`src/hw/rtl/u8cp_pkg.sv`:
```
// Shared types, constants and codes of the UTF-8 / codepage transcoder.
package u8cp_pkg;

    localparam int TABLE_DEPTH_DEF = 128;
    localparam int CP_W = 21;
    localparam int ENTRY_W = 16;

    localparam logic [1:0] REQ_DATA  = 2'd0;
    localparam logic [1:0] REQ_SRC_WR = 2'd1;
    localparam logic [1:0] REQ_TGT_WR = 2'd2;
    localparam logic [1:0] REQ_END   = 2'd3;

    localparam logic [2:0] ST_BYTE    = 3'd0;
    localparam logic [2:0] ST_ILLEGAL = 3'd1;
    localparam logic [2:0] ST_UNREP   = 3'd2;
    localparam logic [2:0] ST_TRUNC   = 3'd3;
    localparam logic [2:0] ST_END_OK  = 3'd4;

    localparam logic [1:0] CFG_SRC_ENC = 2'd0;
    localparam logic [1:0] CFG_TGT_ENC = 2'd1;

    typedef enum logic [2:0] {
        S_IDLE,
        S_SRC_READ,
        S_DECODE,
        S_SEARCH,
        S_EMIT
    } state_t;

    // Commands from the controller to the datapath.
    typedef struct packed {
        logic capture;      // latch accepted input item
        logic src_read;     // issue source table read
        logic decode;       // run decode step on captured item
        logic search_start; // reset search index
        logic search_step;  // advance search index
        logic emit_next;    // current output byte taken
    } cmd_t;

    // Status from the datapath to the controller.
    typedef struct packed {
        logic need_search;  // decoded code point needs reverse search
        logic has_out;      // decode produced results
        logic search_hit;
        logic search_end;
        logic out_last;     // current output is the last one
    } stat_t;

endpackage

```
`src/hw/rtl/u8cp_ctrl.sv`:
```
// Controller state machine of the transcoder.
module u8cp_ctrl
(
    input  logic            clk,
    input  logic            rst_n,
    input  logic            s_tvalid,
    output logic            s_tready,
    output logic            m_tvalid,
    input  logic            m_tready,
    input  logic [1:0]      req_type,
    output u8cp_pkg::cmd_t  cmd,
    input  u8cp_pkg::stat_t stat
);
    import u8cp_pkg::*;

    state_t state_reg, state_next;
    logic s_acc;
    logic m_acc;

    assign s_acc = s_tvalid && s_tready;
    assign m_acc = m_tvalid && m_tready;

    always_ff @(posedge clk or negedge rst_n)
    begin
        if (!rst_n)
        begin
            state_reg <= S_IDLE;
        end
        else
        begin
            state_reg <= state_next;
        end
    end

    always_comb
    begin
        state_next = state_reg;
        unique case (state_reg)
            S_IDLE:
            begin
                if (s_acc)
                begin
                    if (req_type == REQ_SRC_WR || req_type == REQ_TGT_WR)
                    begin
                        state_next = S_IDLE;
                    end
                    else
                    begin
                        state_next = S_SRC_READ;
                    end
                end
            end
            S_SRC_READ:
            begin
                state_next = S_DECODE;
            end
            S_DECODE:
            begin
                if (stat.need_search)
                begin
                    state_next = S_SEARCH;
                end
                else if (stat.has_out)
                begin
                    state_next = S_EMIT;
                end
                else
                begin
                    state_next = S_IDLE;
                end
            end
            S_SEARCH:
            begin
                if (stat.search_hit || stat.search_end)
                begin
                    state_next = S_EMIT;
                end
            end
            S_EMIT:
            begin
                if (m_acc && stat.out_last)
                begin
                    state_next = S_IDLE;
                end
            end
            default:
            begin
                state_next = S_IDLE;
            end
        endcase
    end

    always_comb
    begin
        cmd = '0;
        s_tready = 1'b0;
        m_tvalid = 1'b0;
        unique case (state_reg)
            S_IDLE:
            begin
                s_tready = 1'b1;
                cmd.capture = s_acc;
            end
            S_SRC_READ:
            begin
                cmd.src_read = 1'b1;
            end
            S_DECODE:
            begin
                cmd.decode = 1'b1;
                cmd.search_start = 1'b1;
            end
            S_SEARCH:
            begin
                cmd.search_step = 1'b1;
            end
            S_EMIT:
            begin
                m_tvalid = 1'b1;
                cmd.emit_next = m_acc;
            end
            default:
            begin
                cmd = '0;
            end
        endcase
    end

endmodule

```
`src/hw/rtl/u8cp_datapath.sv`:
```
// Datapath of the transcoder: tables, decode state, search and output bytes.
module u8cp_datapath
#(
    parameter int TABLE_DEPTH = u8cp_pkg::TABLE_DEPTH_DEF
)
(
    input  logic            clk,
    input  logic            rst_n,
    input  logic            cfg_we,
    input  logic [1:0]      cfg_index,
    input  logic            cfg_data,
    input  logic [1:0]      req_type,
    input  logic [7:0]      in_byte,
    input  logic [$clog2(TABLE_DEPTH)-1:0] table_index,
    input  logic [15:0]     table_value,
    input  logic            s_acc,
    input  u8cp_pkg::cmd_t  cmd,
    output u8cp_pkg::stat_t stat,
    output logic [7:0]      out_byte,
    output logic [2:0]      status
);
    import u8cp_pkg::*;

    localparam int IW = $clog2(TABLE_DEPTH);

    logic [ENTRY_W-1:0] src_mem [TABLE_DEPTH];
    logic [ENTRY_W-1:0] tgt_mem [TABLE_DEPTH];

    logic src_enc_reg, tgt_enc_reg;
    logic [CP_W-1:0] pend_reg;
    logic [1:0] expect_reg;
    logic [1:0] req_reg;
    logic [7:0] byte_reg;
    logic [ENTRY_W-1:0] src_q_reg;
    logic [ENTRY_W-1:0] tgt_q_reg;
    logic [IW-1:0] sidx_reg;
    logic [IW-1:0] qidx_reg;
    logic qval_reg;
    logic [CP_W-1:0] cp_reg;
    logic [7:0] ob_reg [4];
    logic [2:0] st_reg;
    logic [2:0] cnt_reg;
    logic [1:0] pos_reg;

    // Decode combinational results.
    logic [CP_W-1:0] cp_d;
    logic emit_cp;
    logic err_d;
    logic [2:0] err_st;
    logic [CP_W-1:0] pend_d;
    logic [1:0] expect_d;
    logic [CP_W-1:0] acc;

    always_ff @(posedge clk or negedge rst_n)
    begin
        if (!rst_n)
        begin
            src_enc_reg <= 1'b0;
            tgt_enc_reg <= 1'b0;
            pend_reg <= '0;
            expect_reg <= '0;
        end
        else
        begin
            if (cfg_we && cfg_index == CFG_SRC_ENC)
            begin
                src_enc_reg <= cfg_data;
            end
            if (cfg_we && cfg_index == CFG_TGT_ENC)
            begin
                tgt_enc_reg <= cfg_data;
            end
            if (cmd.decode)
            begin
                pend_reg <= pend_d;
                expect_reg <= expect_d;
            end
        end
    end

    // Table writes and registered reads.
    always_ff @(posedge clk)
    begin
        if (s_acc && req_type == REQ_SRC_WR)
        begin
            src_mem[table_index] <= table_value;
        end
        if (s_acc && req_type == REQ_TGT_WR)
        begin
            tgt_mem[table_index] <= table_value;
        end
        if (cmd.src_read)
        begin
            src_q_reg <= src_mem[byte_reg[IW-1:0]];
        end
        tgt_q_reg <= tgt_mem[sidx_reg];
    end

    always_ff @(posedge clk)
    begin
        if (cmd.capture)
        begin
            req_reg <= req_type;
            byte_reg <= in_byte;
        end
    end

    always_comb
    begin
        cp_d = '0;
        emit_cp = 1'b0;
        err_d = 1'b0;
        err_st = ST_ILLEGAL;
        pend_d = pend_reg;
        expect_d = expect_reg;
        acc = {pend_reg[CP_W-7:0], byte_reg[5:0]};
        if (req_reg == REQ_END)
        begin
            err_d = 1'b1;
            err_st = (expect_reg != 2'd0) ? ST_TRUNC : ST_END_OK;
            pend_d = '0;
            expect_d = '0;
        end
        else if (src_enc_reg)
        begin
            pend_d = '0;
            expect_d = '0;
            if (!byte_reg[7])
            begin
                cp_d = CP_W'(byte_reg);
                emit_cp = 1'b1;
            end
            else if (src_q_reg == '0)
            begin
                err_d = 1'b1;
            end
            else
            begin
                cp_d = CP_W'(src_q_reg);
                emit_cp = 1'b1;
            end
        end
        else if (expect_reg != 2'd0)
        begin
            if (byte_reg[7:6] != 2'b10)
            begin
                err_d = 1'b1;
                pend_d = '0;
                expect_d = '0;
            end
            else if (expect_reg == 2'd1)
            begin
                cp_d = acc;
                emit_cp = 1'b1;
                pend_d = '0;
                expect_d = '0;
            end
            else
            begin
                pend_d = acc;
                expect_d = expect_reg - 2'd1;
            end
        end
        else if (!byte_reg[7])
        begin
            cp_d = CP_W'(byte_reg);
            emit_cp = 1'b1;
        end
        else if (byte_reg[7:5] == 3'b110)
        begin
            pend_d = CP_W'(byte_reg[4:0]);
            expect_d = 2'd1;
        end
        else if (byte_reg[7:4] == 4'b1110)
        begin
            pend_d = CP_W'(byte_reg[3:0]);
            expect_d = 2'd2;
        end
        else if (byte_reg[7:3] == 5'b11110)
        begin
            pend_d = CP_W'(byte_reg[2:0]);
            expect_d = 2'd3;
        end
        else
        begin
            err_d = 1'b1;
            pend_d = '0;
            expect_d = '0;
        end
    end

    logic need_search_d;
    assign need_search_d = emit_cp && tgt_enc_reg && (cp_d >= CP_W'(8'h80));

    // Output byte buffer, search index and compare pipeline.
    always_ff @(posedge clk or negedge rst_n)
    begin
        if (!rst_n)
        begin
            cnt_reg <= '0;
            pos_reg <= '0;
            qval_reg <= 1'b0;
            sidx_reg <= '0;
            qidx_reg <= '0;
            cp_reg <= '0;
            st_reg <= ST_BYTE;
            ob_reg[0] <= 8'h00;
            ob_reg[1] <= 8'h00;
            ob_reg[2] <= 8'h00;
            ob_reg[3] <= 8'h00;
        end
        else
        begin
            if (cmd.search_start)
            begin
                sidx_reg <= '0;
                qval_reg <= 1'b0;
            end
            if (cmd.decode)
            begin
                cp_reg <= cp_d;
                pos_reg <= '0;
                st_reg <= ST_BYTE;
                ob_reg[1] <= 8'h00;
                ob_reg[2] <= 8'h00;
                ob_reg[3] <= 8'h00;
                if (err_d)
                begin
                    cnt_reg <= 3'd1;
                    st_reg <= err_st;
                    ob_reg[0] <= 8'h00;
                end
                else if (!emit_cp)
                begin
                    cnt_reg <= 3'd0;
                end
                else if (tgt_enc_reg || cp_d < CP_W'(12'h080))
                begin
                    cnt_reg <= 3'd1;
                    ob_reg[0] <= cp_d[7:0];
                end
                else if (cp_d < CP_W'(12'h800))
                begin
                    cnt_reg <= 3'd2;
                    ob_reg[0] <= 8'hC0 | 8'(cp_d[10:6]);
                    ob_reg[1] <= 8'h80 | 8'(cp_d[5:0]);
                end
                else if (cp_d < CP_W'(20'h10000))
                begin
                    cnt_reg <= 3'd3;
                    ob_reg[0] <= 8'hE0 | 8'(cp_d[15:12]);
                    ob_reg[1] <= 8'h80 | 8'(cp_d[11:6]);
                    ob_reg[2] <= 8'h80 | 8'(cp_d[5:0]);
                end
                else
                begin
                    cnt_reg <= 3'd4;
                    ob_reg[0] <= 8'hF0 | 8'(cp_d[20:18]);
                    ob_reg[1] <= 8'h80 | 8'(cp_d[17:12]);
                    ob_reg[2] <= 8'h80 | 8'(cp_d[11:6]);
                    ob_reg[3] <= 8'h80 | 8'(cp_d[5:0]);
                end
            end
            if (cmd.search_step)
            begin
                // tgt_q_reg holds the entry at qidx_reg when qval_reg is set.
                sidx_reg <= sidx_reg + IW'(1);
                qidx_reg <= sidx_reg;
                qval_reg <= 1'b1;
                if (stat.search_hit)
                begin
                    ob_reg[0] <= 8'h80 | 8'(qidx_reg);
                end
                else if (stat.search_end)
                begin
                    st_reg <= ST_UNREP;
                    ob_reg[0] <= 8'h00;
                end
            end
            if (cmd.emit_next)
            begin
                pos_reg <= pos_reg + 2'd1;
            end
        end
    end

    assign stat.need_search = need_search_d;
    assign stat.has_out = err_d || emit_cp;
    assign stat.search_hit = qval_reg && (CP_W'(tgt_q_reg) == cp_reg);
    assign stat.search_end = qval_reg && !stat.search_hit &&
                             (qidx_reg == IW'(TABLE_DEPTH - 1));
    assign stat.out_last = (3'(pos_reg) + 3'd1) >= cnt_reg;

    assign out_byte = ob_reg[pos_reg];
    assign status = st_reg;

endmodule

```
`src/hw/rtl/utf8_codepage_transcoder.sv`:
```
// Top level of the byte-serial UTF-8 / single-byte codepage transcoder.
// One input transfer carries a data byte, a table write or an end-of-buffer marker. Table
// writes leave the controller idle. A data byte or end marker goes through accept, source table
// read and decode before its results, if any (one to four bytes or one status), go out one per
// transfer on the master side; when the target is a codepage and the code point is 0x80 or
// above, a reverse search walks the target table memory one entry per cycle before the result
// is sent.
// Both tables must be loaded before data flows; no clearing pass runs after reset.
// Configuration writes take effect at once and must be issued only while the block is idle.
module utf8_codepage_transcoder
#(
    parameter int TABLE_DEPTH = u8cp_pkg::TABLE_DEPTH_DEF
)
(
    input  logic        clk,
    input  logic        rst_n,
    input  logic        cfg_we,
    input  logic [1:0]  cfg_index,
    input  logic        cfg_data,
    input  logic        s_tvalid,
    output logic        s_tready,
    // in_byte[7:0], table_index[14:8], table_value[30:15], zero pad [31]
    input  logic [31:0] s_tdata,
    // req_type[1:0]
    input  logic [1:0]  s_tuser,
    output logic        m_tvalid,
    input  logic        m_tready,
    // out_byte[7:0]
    output logic [7:0]  m_tdata,
    // status[2:0]
    output logic [2:0]  m_tuser,
    output logic        m_tlast
);
    import u8cp_pkg::*;

    localparam int IW = $clog2(TABLE_DEPTH);

    cmd_t  cmd;
    stat_t stat;
    logic  s_acc;

    assign s_acc = s_tvalid && s_tready;

    u8cp_ctrl u_ctrl
    (
        .clk      (clk),
        .rst_n    (rst_n),
        .s_tvalid (s_tvalid),
        .s_tready (s_tready),
        .m_tvalid (m_tvalid),
        .m_tready (m_tready),
        .req_type (s_tuser),
        .cmd      (cmd),
        .stat     (stat)
    );

    u8cp_datapath #(.TABLE_DEPTH(TABLE_DEPTH)) u_dp
    (
        .clk         (clk),
        .rst_n       (rst_n),
        .cfg_we      (cfg_we),
        .cfg_index   (cfg_index),
        .cfg_data    (cfg_data),
        .req_type    (s_tuser),
        .in_byte     (s_tdata[7:0]),
        .table_index (s_tdata[8 +: IW]),
        .table_value (s_tdata[30:15]),
        .s_acc       (s_acc),
        .cmd         (cmd),
        .stat        (stat),
        .out_byte    (m_tdata),
        .status      (m_tuser)
    );

    assign m_tlast = stat.out_last;

    // The input side never accepts while a result is offered.
    a_no_overlap: assert property (@(posedge clk) disable iff (!rst_n)
        !(s_tready && m_tvalid))
        else $error("input ready while output valid");

    // Status-only results are always single and carry a zero byte.
    a_status_single: assert property (@(posedge clk) disable iff (!rst_n)
        (m_tvalid && m_tuser != ST_BYTE) |-> (m_tlast && m_tdata == 8'h00))
        else $error("status result not single");

    // A stalled result holds its byte.
    a_hold: assert property (@(posedge clk) disable iff (!rst_n)
        (m_tvalid && !m_tready) |=> (m_tvalid && $stable(m_tdata)))
        else $error("output changed while stalled");

endmodule

```
`config.mk`:
```
export PLATFORM = sky130hd
export DESIGN_NAME = utf8_codepage_transcoder
export DESIGN_NICKNAME = d
export VERILOG_FILES = /design/src/hw/rtl/u8cp_pkg.sv /design/src/hw/rtl/u8cp_ctrl.sv /design/src/hw/rtl/u8cp_datapath.sv /design/src/hw/rtl/utf8_codepage_transcoder.sv
export SDC_FILE = /design/constraint.sdc
export NUM_CORES = 2
export LEC_CHECK = 0
export ABC_CLOCK_PERIOD_IN_PS = 3300
export BUFFER_PORTS_ARGS = -buffer_cell sky130_fd_sc_hd__buf_2
export CAP_MARGIN = 5
export CORE_ASPECT_RATIO = 0.9
export CORE_MARGIN = 2
export CORE_UTILIZATION = 45
export DETAILED_ROUTE_END_ITERATION = 10
export GPL_ROUTABILITY_DRIVEN = 0
export GPL_TIMING_DRIVEN = 0
export PLACE_DENSITY = 0.61
export SKIP_LAST_GASP = 1
export SLEW_MARGIN = 25
export SYNTH_ARGS = -nofsm -noshare
export SYNTH_HDL_FRONTEND = slang
export SYNTH_SLANG_ARGS = --single-unit
```
`constraint.sdc`:
```
create_clock -name clk -period 3.3 [get_ports clk]
set_clock_uncertainty 0.05 [all_clocks]
set_input_delay 0.66 -clock clk [delete_from_list [all_inputs] [get_ports clk]]
set_output_delay 0.66 -clock clk [all_outputs]
set_load 0.05 [all_outputs]
```
==> impl_metrics.env <==
export IMPL_ys_ff_latch=4232
export IMPL_insertion_delay_ns=0.98
export IMPL_yosysSeqAreaShare_pct=77.5
export IMPL_drt_initial_drc_count=13600
export IMPL_synth_top_area_share_pct=75.9
export IMPL_yosys_area_top_type="edfxtp_1"
export IMPL_slew_violations=0
export IMPL_port_buffers=54
export IMPL_hold_violations=0
export IMPL_synth_area_um2=163000
export IMPL_vias_per_cell=6.42
export IMPL_antenna_found_initial=32
export IMPL_hold_slack_ns=0.0468
export IMPL_cts_buffer_depth=4
export IMPL_drt_total_wl_um=498000
export IMPL_timing_final_ws_setup_ns=-0.216
export IMPL_cts_reportedPaths_clkPinSlew_ns=0.06
export IMPL_status="finished, violations left"
export IMPL_num_vias=84300
export IMPL_grt_overflow=0
export IMPL_total_power_mw=135
export IMPL_max_slew_margin_pct=23.2
export IMPL_io_pins=56
export IMPL_worst_pin_slew_ns=1.15
export IMPL_track_usage_pct=26.8
export IMPL_synth_top_flop_cell="edfxtp_1"
export IMPL_grt_max_degree=145
export IMPL_violations="setup timing"
export IMPL_fin_util_pct=54.0
export IMPL_chipWidth_um=639
export IMPL_synth_cells=7129
export IMPL_dp_hpwl_um=317000
export IMPL_required_ns=3.79
export IMPL_die_h_um=575
export IMPL_drtAntennaViolNets=0
export IMPL_crit_fanout=10
export IMPL_cts_buffers_inserted=402
export IMPL_cts_tree="built"
export IMPL_drive_gt1_share_pct=36.8
export IMPL_cp_start_kind="flop"
export IMPL_endpoint_kind="flop"
export IMPL_die_area_um2=367000
export IMPL_yosysWarnings=0
export IMPL_tns_ns=-1.52
export IMPL_root_buffer="clkbuf_16"
export IMPL_syn_nets=7180
export IMPL_rows=209
export IMPL_peakVddDrop_uv=538
export IMPL_fin_nets=8088
export IMPL_drc=0
export IMPL_grt_pass1_wl_um=675000
export IMPL_finalSetupViolCount=25
export IMPL_leakagePower_nw=60.4
export IMPL_period_needed_ns=3.52
export IMPL_wire_per_inst_um=37.9
export IMPL_fin_crit_sh_pct=107
export IMPL_area_growth_pct=19.4
export IMPL_synth_cell_types=73
export IMPL_rsz0062_at_grt="yes"
export IMPL_coreArea_um2=360000
export IMPL_synthArstFlopShare_pct=2.22
export IMPL_synth_area_per_cell_um2=22.9
export IMPL_firstDrtPassIters=7
export IMPL_synth_edf_count=4122
export IMPL_cap_viol_max_count=0
export IMPL_fmax_mhz=284
export IMPL_critPathArrivalTime_ns=4.01
export IMPL_power_density_nw_per_um2=693
export IMPL_h_tree_depth=5
export IMPL_grt_pass1_vias=81200
export IMPL_hp_class="input port to flop"
export IMPL_critPathKind="flop to flop"
export IMPL_cts_sinks=4232
export IMPL_initial_core_util_pct=45.3
export IMPL_synth_area_leaders="edfxtp_1 (76%), mux4_2 (16%), dfrtp_1 (1.4%), nor2_1 (0.84%), mux2i_1 (0.69%)"
cells in the final DEF (no fill, tap or decap), types with 68 or more instances in the layout:
master,netlist,layout
clkbuf_2,0,68
edfxtp_1,4122,4122
nand2_1,145,126
nor2_4,2,249
clkbuf_1,177,134
mux2i_1,112,85
clkinv_1,1,93
buf_2,104,70
mux4_2,1192,1192
buf_12,0,219
buf_4,48,203
nor2_1,365,102
clkinv_2,0,79
dfrtp_1,94,92
clkbuf_16,0,415
buf_16,0,99
stage by stage:
stage / setup slack [ns] / area (um^2) / std cells
3_5_place_dp: -2.03 / 174000 / 12000
3_3_place_gp: -2.88 / 170000 / 11900
6_report: -0.216 / 195000 / 13100
5_1_grt: -0.0856 / 195000 / 13100
4_1_cts: -0.210 / 193000 / 13100
2_1_floorplan: 0.0116 / 164000 / 7129
where the power goes:
group          total, mW  leakage (nW)  switching [mW]  internal (mW)
Sequential          59.9          38.5           0.416           59.5
Combinational       30.2          15.9            17.8           12.4
Clock               44.7          6.09            20.1           24.7
critical path: stages, from the launching register on:
cell	delay [ns]
edfxtp_1	0.47
buf_6	0.24
buf_8	0.27
buf_8	0.29
clkbuf_8	0.31
buf_16	0.20
mux4_2	0.39
a22oi_2	0.36
o211ai_1	0.46
worst paths after layout:
path                             startpoint                   end  slack (ns)  cells after the start
max                        u_dp.byte_reg[2]     u_dp.src_q_reg[1]       -0.22                      8
min                             s_tdata[28]  u_dp.src_mem[23][13]        0.05                      1
max reg2reg                u_dp.byte_reg[2]     u_dp.src_q_reg[1]       -0.22                      8
min reg2reg                 u_dp.cp_reg[20]       u_dp.cp_reg[20]        0.43                      2
max in group asynchronous             rst_n        u_dp.cp_reg[7]        2.43                      3
min in group asynchronous             rst_n       u_dp.ob_reg[31]        0.12                      2
cells in the mapped netlist, drive strengths merged (10+ instances only):
cell type / n
clkbuf: 177
xnor2: 12
o31ai: 11
nor2: 367
a22o: 26
nor2b: 30
nand4: 10
mux4: 1192
a211oi: 35
o21ai: 80
o41ai: 17
dfrtp: 94
o22ai: 70
o211ai: 13
inv: 42
buf: 223
o221ai: 26
nand2b: 10
mux2i: 112
nor3: 26
mux2: 30
a22oi: 23
edfxtp: 4122
dfxtp: 16
a21oi: 39
a221oi: 21
nand2: 146
nand3: 30
cell type report:
class                           count  area (um^2)
Buffer                            396         4030
Timing Repair Buffer              508         7710
Clock inverter                    227         1780
Inverter                           43          174
Antenna cell                       27         67.6
Fill cell                       26700       166000
Multi-Input combinational cell   2454        37900
Sequential cell                  4232       126000
Tap cell                         4747         5940
Clock buffer                      499        10600
routing by layer:
layer	up-vias	share of wire [%]	track usage, %	routed length, um
met1	45400	38	37.0	188000
li1	32300	-	-	-
met2	5588	46	40.5	229000
met4	8	5.5	13.3	27500
met3	1060	11	6.07	54200
met5	-	0.031	0.207	152
kinds of logic after synthesis:
logic type	share of synthesized area [%]
muxes	17.4
AOI/OAI and AO/OA	1.80
buffers and inverters	1.35
and+or+nand+nor	1.81
adders and majority gates	0.0690
xor gates and xnor gates	0.0806
DFF	77.5
what timing repair did:
item,CTS,global route
endpoints found under the hold margin,106,0
setup buffers,303,37
endpoints found under the setup margin,4152,1284
hold buffers,16,0
cloned,1,3
gates resized for setup,667,203
pin swaps,176,25
No activity file was read; power rests on OpenSTA's default activity.
